--- src/hdl/lbtd_pkg.sv ---
// shared types and constants for the lru block tag directory
// no dependencies; imported by lbtd_dir and lru_block_tag_directory_top

package lbtd_pkg;

  typedef enum logic {
    OP_LOOKUP = 1'b0,
    OP_REMOVE = 1'b1
  } opcode_e;

  // register index of capacity_in_use, taken from paddr[2]
  localparam logic CFG_IDX_CAPACITY = 1'b0;

  localparam logic [4:0] CAPACITY_IN_USE_RESET = 5'd16;

  typedef struct packed {
    logic [31:0] hit_count;
    logic [31:0] request_count;
    logic [31:0] evicted_id;
    logic        evicted;
    logic [3:0]  slot;
    logic        hit;
  } result_t;

endpackage

--- src/hdl/lbtd_dir.sv ---
// directory core: id store, valid bits, recency ranks, occupancy and counters
// one operation is resolved and committed per step; depends on lbtd_pkg

module lbtd_dir
  import lbtd_pkg::*;
#(
  parameter int unsigned CAPACITY = 16,
  parameter int unsigned ID_BITS  = 32
) (
  input  logic               clk_i,
  input  logic               rst_ni,
  input  logic               step_i,
  input  opcode_e            opcode_i,
  input  logic [ID_BITS-1:0] key_i,
  input  logic [4:0]         cap_cfg_i,
  output result_t            res_o
);

  localparam int unsigned IdxW = (CAPACITY > 1) ? $clog2(CAPACITY) : 1;
  localparam int unsigned OccW = $clog2(CAPACITY + 1);
  localparam int unsigned CmpW = (OccW > 5) ? OccW : 5;

  logic [ID_BITS-1:0]  id_q   [CAPACITY];
  logic [CAPACITY-1:0] valid_q, valid_d;
  logic [IdxW-1:0]     rank_q [CAPACITY];
  logic [IdxW-1:0]     rank_d [CAPACITY];
  logic [OccW-1:0]     occ_q, occ_d;
  logic [31:0]         req_q, req_d;
  logic [31:0]         hits_q, hits_d;

  logic [CAPACITY-1:0] match, oldest;
  logic                hit, any_free, is_lookup, evict, install;
  logic [IdxW-1:0]     hit_idx, free_idx, victim_idx, target_idx, slot_idx;
  logic [IdxW-1:0]     hit_rank;
  logic [ID_BITS-1:0]  victim_id;
  logic [OccW-1:0]     occ_m1;
  logic [CmpW-1:0]     limit;
  logic [IdxW+3:0]     slot_ext;
  logic [ID_BITS+31:0] ev_ext;

  assign occ_m1    = occ_q - OccW'(1);
  assign is_lookup = (opcode_i == OP_LOOKUP);

  always_comb begin
    if (cap_cfg_i == 5'd0) begin
      limit = CmpW'(1);
    end else if (CmpW'(cap_cfg_i) > CmpW'(CAPACITY)) begin
      limit = CmpW'(CAPACITY);
    end else begin
      limit = CmpW'(cap_cfg_i);
    end
  end

  // parallel tag compare and recency lookups
  always_comb begin
    hit_idx    = '0;
    free_idx   = '0;
    victim_idx = '0;
    any_free   = 1'b0;
    hit_rank   = '0;
    victim_id  = '0;
    for (int i = 0; i < CAPACITY; i++) begin
      match[i]  = valid_q[i] && (id_q[i] == key_i);
      oldest[i] = valid_q[i] && (OccW'(rank_q[i]) == occ_m1);
      if (match[i]) begin
        hit_rank = hit_rank | rank_q[i];
      end
      if (oldest[i]) begin
        victim_id = victim_id | id_q[i];
      end
    end
    for (int i = CAPACITY - 1; i >= 0; i--) begin
      if (match[i]) begin
        hit_idx = IdxW'(i);
      end
      if (!valid_q[i]) begin
        free_idx = IdxW'(i);
        any_free = 1'b1;
      end
      if (oldest[i]) begin
        victim_idx = IdxW'(i);
      end
    end
  end

  assign hit        = |match;
  assign install    = is_lookup && !hit;
  assign evict      = install && (CmpW'(occ_q) >= limit);
  assign target_idx = any_free ? free_idx : victim_idx;

  always_comb begin
    valid_d = valid_q;
    rank_d  = rank_q;
    occ_d   = occ_q;
    req_d   = req_q;
    hits_d  = hits_q;
    if (step_i) begin
      if (is_lookup) begin
        req_d = req_q + 32'd1;
        if (hit) begin
          hits_d = hits_q + 32'd1;
          for (int i = 0; i < CAPACITY; i++) begin
            if (match[i]) begin
              rank_d[i] = '0;
            end else if (valid_q[i] && (rank_q[i] < hit_rank)) begin
              rank_d[i] = rank_q[i] + IdxW'(1);
            end
          end
        end else begin
          for (int i = 0; i < CAPACITY; i++) begin
            if (evict && oldest[i]) begin
              valid_d[i] = 1'b0;
            end else if (valid_q[i]) begin
              rank_d[i] = rank_q[i] + IdxW'(1);
            end
            if (IdxW'(i) == target_idx) begin
              valid_d[i] = 1'b1;
              rank_d[i]  = '0;
            end
          end
          occ_d = evict ? occ_q : occ_q + OccW'(1);
        end
      end else if (hit) begin
        for (int i = 0; i < CAPACITY; i++) begin
          if (match[i]) begin
            valid_d[i] = 1'b0;
            rank_d[i]  = '0;
          end else if (valid_q[i] && (rank_q[i] > hit_rank)) begin
            rank_d[i] = rank_q[i] - IdxW'(1);
          end
        end
        occ_d = occ_q - OccW'(1);
      end
    end
  end

  always_ff @(posedge clk_i or negedge rst_ni) begin
    if (!rst_ni) begin
      valid_q <= '0;
      occ_q   <= '0;
      req_q   <= '0;
      hits_q  <= '0;
      for (int i = 0; i < CAPACITY; i++) begin
        rank_q[i] <= '0;
      end
    end else begin
      valid_q <= valid_d;
      occ_q   <= occ_d;
      req_q   <= req_d;
      hits_q  <= hits_d;
      rank_q  <= rank_d;
    end
  end

  always_ff @(posedge clk_i) begin
    if (step_i && install) begin
      id_q[target_idx] <= key_i;
    end
  end

  always_comb begin
    if (install) begin
      slot_idx = target_idx;
    end else if (hit) begin
      slot_idx = hit_idx;
    end else begin
      slot_idx = '0;
    end
  end

  assign slot_ext = {4'b0000, slot_idx};
  assign ev_ext   = {32'd0, (evict ? victim_id : {ID_BITS{1'b0}})};

  assign res_o.hit           = hit;
  assign res_o.slot          = slot_ext[3:0];
  assign res_o.evicted       = evict;
  assign res_o.evicted_id    = ev_ext[31:0];
  assign res_o.request_count = req_d;
  assign res_o.hit_count     = hits_d;

  a_occ_matches_valid: assert property (@(posedge clk_i) disable iff (!rst_ni)
    $countones(valid_q) == int'(occ_q))
    else $error("occupancy out of step with valid bits");

  a_evict_not_hit: assert property (@(posedge clk_i) disable iff (!rst_ni)
    (step_i && res_o.evicted) |-> !res_o.hit)
    else $error("eviction reported on a hit");

  a_hit_keeps_occ: assert property (@(posedge clk_i) disable iff (!rst_ni)
    (step_i && is_lookup && hit) |=> (occ_q == $past(occ_q)))
    else $error("lookup hit changed occupancy");

  a_miss_installs: assert property (@(posedge clk_i) disable iff (!rst_ni)
    (step_i && install) |=> (valid_q != '0))
    else $error("lookup miss left the directory empty");

endmodule

--- src/hdl/lru_block_tag_directory_top.sv ---
// top level of the lru block tag directory: stream channels, input and result
// registers, apb register for capacity_in_use; depends on lbtd_pkg and lbtd_dir

// usage
// s_axis carries one operation per transaction: tuser is the opcode (lookup and
// install, or remove) and tdata the block id. m_axis returns exactly one result
// transaction per operation, in order: hit flag, slot, eviction flag and id,
// and the request and hit counters after the operation.
// an accepted operation waits in the input register, is resolved from it by the tag
// compare and rank update, and is registered in the result register, from which
// it shows on m_axis. the directory state commits in the same cycle the result
// register loads, so one operation per cycle is sustained while m_axis takes
// results.
// when the receiver stalls the result register holds and the input register
// still takes one more operation; s_axis_tready then drops until m_axis drains.
// reset clears all entries, ranks, occupancy and both counters and sets
// capacity_in_use to 16; the block is ready right after reset.
// capacity_in_use sits at byte address 0 of the apb port; write it only while
// no operation is in flight.

module lru_block_tag_directory_top
  import lbtd_pkg::*;
#(
  parameter int unsigned CAPACITY = 16,
  parameter int unsigned ID_BITS  = 32
) (
  input  logic         clk_i,
  input  logic         rst_ni,
  // operation channel
  input  logic         s_axis_tvalid,
  output logic         s_axis_tready,
  input  logic [31:0]  s_axis_tdata,   // block_id
  input  logic [0:0]   s_axis_tuser,   // opcode
  // result channel
  output logic         m_axis_tvalid,
  input  logic         m_axis_tready,
  output logic [103:0] m_axis_tdata,   // hit, slot, evicted, evicted_id,
                                       // request_count, hit_count, zero pad
  // register port
  input  logic         psel,
  input  logic         penable,
  input  logic         pwrite,
  input  logic [2:0]   paddr,
  input  logic [31:0]  pwdata,
  output logic [31:0]  prdata,
  output logic         pready
);

  logic               in_valid_q;
  opcode_e            in_op_q;
  logic [ID_BITS-1:0] in_key_q;
  logic               out_valid_q;
  result_t            out_res_q;
  result_t            res;
  logic [4:0]         cap_q;
  logic               advance;
  logic               cfg_wr;
  logic [ID_BITS+31:0] bid_ext;

  assign bid_ext = {{ID_BITS{1'b0}}, s_axis_tdata};

  assign advance       = in_valid_q && (!out_valid_q || m_axis_tready);
  assign s_axis_tready = !in_valid_q || advance;

  always_ff @(posedge clk_i or negedge rst_ni) begin
    if (!rst_ni) begin
      in_valid_q <= 1'b0;
    end else if (s_axis_tready) begin
      in_valid_q <= s_axis_tvalid;
    end
  end

  always_ff @(posedge clk_i) begin
    if (s_axis_tready && s_axis_tvalid) begin
      in_op_q  <= opcode_e'(s_axis_tuser[0]);
      in_key_q <= bid_ext[ID_BITS-1:0];
    end
  end

  lbtd_dir #(
    .CAPACITY (CAPACITY),
    .ID_BITS  (ID_BITS)
  ) u_dir (
    .clk_i     (clk_i),
    .rst_ni    (rst_ni),
    .step_i    (advance),
    .opcode_i  (in_op_q),
    .key_i     (in_key_q),
    .cap_cfg_i (cap_q),
    .res_o     (res)
  );

  always_ff @(posedge clk_i or negedge rst_ni) begin
    if (!rst_ni) begin
      out_valid_q <= 1'b0;
    end else if (advance) begin
      out_valid_q <= 1'b1;
    end else if (m_axis_tready) begin
      out_valid_q <= 1'b0;
    end
  end

  always_ff @(posedge clk_i) begin
    if (advance) begin
      out_res_q <= res;
    end
  end

  assign m_axis_tvalid = out_valid_q;
  assign m_axis_tdata  = {2'b00, out_res_q};

  // register port, index taken from paddr[2]
  assign pready = 1'b1;
  assign cfg_wr = psel && penable && pwrite && pready;

  always_ff @(posedge clk_i or negedge rst_ni) begin
    if (!rst_ni) begin
      cap_q <= CAPACITY_IN_USE_RESET;
    end else if (cfg_wr && (paddr[2] == CFG_IDX_CAPACITY)) begin
      cap_q <= pwdata[4:0];
    end
  end

  assign prdata = (paddr[2] == CFG_IDX_CAPACITY) ? {27'd0, cap_q} : 32'd0;

endmodule
--- config.mk ---
export PLATFORM = sky130hd
export DESIGN_NAME = lru_block_tag_directory_top
export DESIGN_NICKNAME = d
export VERILOG_FILES = /design/src/hdl/lbtd_pkg.sv /design/src/hdl/lbtd_dir.sv /design/src/hdl/lru_block_tag_directory_top.sv
export SDC_FILE = /design/constraint.sdc
export NUM_CORES = 2
export LEC_CHECK = 0
export BUFFER_PORTS_ARGS = -buffer_cell sky130_fd_sc_hd__buf_2
export CORE_MARGIN = 8
export CORE_UTILIZATION = 30
export CTS_BUF_LIST = sky130_fd_sc_hd__clkbuf_4
export DETAILED_ROUTE_END_ITERATION = 16
export GPL_ROUTABILITY_DRIVEN = 0
export SETUP_SLACK_MARGIN = 0.5
export SYNTH_ARGS = -nofsm -noshare
export SYNTH_HDL_FRONTEND = slang
export SYNTH_HIERARCHICAL = 1
export SYNTH_SLANG_ARGS = --single-unit
--- constraint.sdc ---
create_clock -name clk_i -period 10.6 [get_ports clk_i]
set_clock_uncertainty 0.05 [all_clocks]
set_input_delay 1.06 -clock clk_i [delete_from_list [all_inputs] [get_ports clk_i]]
set_output_delay 1.06 -clock clk_i [all_outputs]
set_load 0.02 [all_outputs]
==> impl_metrics.json <==
{
  "outcome": "complete, but fails checks",
  "violations": "capacitance limit, slew limit",
  "drive_above_1_share_pct": 16.95,
  "netlist_top_cells_area": "edfxtp_1 (45%), dfrtp_1 (9.0%), xor2_1 (8.3%), xnor2_1 (4.3%), ha_1 (3.1%)",
  "hold_path_class": "input port to flip-flop",
  "clock.fmax_ghz": 0.1485,
  "die_h_um": 394.6,
  "vias": 35543,
  "cts_setup_buffers": 0,
  "yosys.area_share.adder_pct": 3.142,
  "criticalPathCategory": "flip-flop to flip-flop",
  "p_leak_uw": 0.01758,
  "critical-path-slowest-cell": "nor4_1",
  "yosysTopAreaCell": "edfxtp_1",
  "grt_pass1_vias": 32896,
  "synth_compound_area_share_pct": 12.15,
  "drv_slew": 3,
  "avgSynthCellArea_sq_um": 12.07,
  "ys_seq_area_share_pct": 54.25,
  "crit_buf_inv": 4,
  "layout.nets": 4064,
  "fin_area_sq_um": 49340,
  "yosys.area_share.simple_pct": 12.88,
  "pwr_density_cell_nw_per_um2": 216.2,
  "first_pass_iters": 12,
  "period_share_pct": 63.52,
  "antenna_found_initial": 12,
  "wl_per_cell_um": 31.00,
  "grt-ovfl-total": 0,
  "synth-seq-cells": 803,
  "row_count": 139,
  "synth_top_family_by_area": "XOR/XNOR gates",
  "netlist_area_sq_um": 43010,
  "dp_cells": 5534,
  "instances_no_fill": 5966,
  "portBuffers": 154,
  "grt_max_degree": 73,
  "cpMostUsedCell": "buf_4",
  "rsz0062_at_grt": "false",
  "grt_first_pass_wirelength_um": 252700,
  "cts_buffers": 210,
  "viasPerCell": 5.958,
  "drt_first_iter_violations": 6450,
  "crit_required_ns": 11.56,
  "path_cells": "buf_4 > xor2_1 > nor4_1 > nand4_1 > nor4_2 > buf_4 > nor4_1 > and2_1 > and4_1 > ha_1 > nand2b_2 > buf_4 > inv_1 > a21boi_0 > a211oi_1 > nor3_2 > o21ai_1 > a32o_1",
  "area_delta_synth_final_pct": 14.72,
  "die_w_um": 394.6,
  "yosysWarnings": 6,
  "synth_top_area_share_pct": 45.17,
  "netlist_instances": 3562,
  "ir_drop_v": 0.00009478,
  "place_hpwl_um": 124500,
  "insertion_delay_ns": 1.24,
  "post_dp_cell_area_sq_um": 46220,
  "crit_path_max_fanout": 35,
  "hold_viol": 0,
  "max_stage_delay_ns": 0.81,
  "io_pins": 214,
  "drt-total-wl_um": 185000,
  "die_area_sq_um": 155700,
  "clk_pin_slew_ns": 0.06,
  "ant_nets": 0,
  "drc": 0,
  "regToRegSetupSlack_ns": 3.87,
  "synth_edf_count": 647,
  "crit_family": "simple AND/OR/NAND/NOR gates",
  "yosys_most_used_dff": "edfxtp_1",
  "synthMuxAreaShare_pct": 0.6982,
  "cap_viol_max_count": 1,
  "setup_violations": 0,
  "fin_crit_ns": 6.733,
  "cts_tree": "done",
  "synth_most_common_cell": "edfxtp_1",
  "end_kind": "flip-flop",
  "cts_max_path_buffers": 3,
  "slew_headroom_pct": -1.077,
  "ys_top_cells_by_count": "edfxtp_1 (647), xor2_1 (408), xnor2_1 (213)",
  "synth.distinct_cells": 95,
  "clock-sinks": 803,
  "start_util_pct": 30.08,
  "async_flop_share_pct": 19.43,
  "core_area_sq_um": 143000,
  "worst_pin_slew_ns": 1.511,
  "cp-start-kind": "flip-flop",
  "root_buffer": "clkbuf_4",
  "grt_usage_pct": 22.50,
  "setup_tns_ns": 0,
  "htreeDepth": 4,
  "crit_arrival_ns": 7.69,
  "synth_xor_area_share_pct": 13.59
}
-- area by class of cell --
cell class | instances | area, sq um
Tap cell | 1903 | 2381
Fill cell | 14256 | 93620
Timing Repair Buffer | 303 | 1988
Antenna cell | 9 | 22.52
Multi-Input combinational cell | 2484 | 18600
Clock buffer | 280 | 2102
Inverter | 79 | 296.5
Clock inverter | 105 | 618.1
Sequential cell | 803 | 23330
-- registers in the layout, indices dropped and copies added, names as in the netlist --
| signal | count |
|---|---|
| cap_q | 5 |
| in_key_q | 32 |
| in_op_q | 1 |
| in_valid_q | 1 |
| m_axis_tdata | 102 |
| m_axis_tvalid | 1 |
| u_dir/hits_q | 32 |
| u_dir/id_q | 512 |
| u_dir/occ_q | 5 |
| u_dir/rank_q | 64 |
| u_dir/req_q | 32 |
| u_dir/valid_q | 16 |
-- kinds of logic (layout without fill, tap and decap cells) --
kind of cell,Yosys count,in the layout
compound gates,716,716
buf+inv,303,767
other cells,2,39
fa+ha+maj,108,108
simple gates,962,962
xor+xnor,639,639
mux,29,29
flops,803,803
-- through the flow --
step                      setup slack, ns  power, uW  hold WS (ns)  util, %
final                               3.867      10670        0.1906    34.51
after global routing                3.829      11060       0.08348    34.51
after CTS                           4.142      10550       0.01218    34.49
after detailed placement            4.145       7726        0.4099    32.33
after global placement              4.184       7676        0.4072    32.33
after floorplan                     3.353       6388        0.3894        -
-- what timing repair did --
item                                    4_1_cts  5_1_grt
endpoints found under the hold margin        92        0
gates resized for setup                       0        0
endpoints found under the setup margin        0        0
hold buffers                                 37        0
-- power breakdown --
group | switching [uW] | leakage, uW | internal, uW
clock network | 1450 | 0.00160 | 1350
logic | 2440 | 0.00806 | 1280
registers | 433 | 0.00792 | 3710
-- path summary, 6_finish.rpt --
path	from	end	cells after the start
worst min register to register	u_dir/hits_q[31]	u_dir/hits_q[31]	1
worst min-delay path	s_axis_tdata[6]	in_key_q[6]	1
worst max register to register	in_key_q[17]	u_dir/rank_q[55]	18
worst max-delay path	in_key_q[17]	u_dir/rank_q[55]	18
max in group asynchronous	rst_ni	u_dir/occ_q[2]	4
min in group asynchronous	rst_ni	u_dir/hits_q[6]	2
-- per-layer routing --
layer / vias up / wire length (um) / track usage (%)
met5: - / 92 / 0
li1: 14471 / - / -
met1: 17214 / 65170 / 26.71
met3: 759 / 28730 / 10.84
met2: 3093 / 76060 / 32.28
met4: 6 / 14910 / 14.73
-- cells in the final DEF, fill, tap and decap left out, types with 13 or more instances in the layout --
| cell | n |
|---|---|
| inv_1 | 76 |
| conb_1 | 30 |
| a21o_1 | 13 |
| nor2b_1 | 26 |
| buf_2 | 153 |
| nand2b_1 | 39 |
| mux2i_1 | 21 |
| clkbuf_4 | 280 |
| a31oi_1 | 70 |
| a22oi_1 | 79 |
| ha_1 | 108 |
| nand4b_1 | 21 |
| nand4_1 | 123 |
| edfxtp_1 | 647 |
| nor3_1 | 65 |
| a22o_1 | 115 |
| nor4_1 | 163 |
| clkinv_1 | 67 |
| dfrtp_1 | 155 |
| and3_1 | 60 |
| a21oi_1 | 100 |
| buf_4 | 112 |
| o22ai_1 | 25 |
| dlygate4sd3_1 | 37 |
| o21ai_1 | 15 |
| o21ai_0 | 85 |
| nor4_2 | 14 |
| nand2_1 | 152 |
| clkinv_2 | 22 |
| xor2_1 | 408 |
| xnor3_1 | 16 |
| xnor2_1 | 213 |
| nor2_1 | 81 |
| nor4b_1 | 13 |
| nand3_1 | 109 |
| a221oi_1 | 106 |
Power figures use the tool's default switching activity.
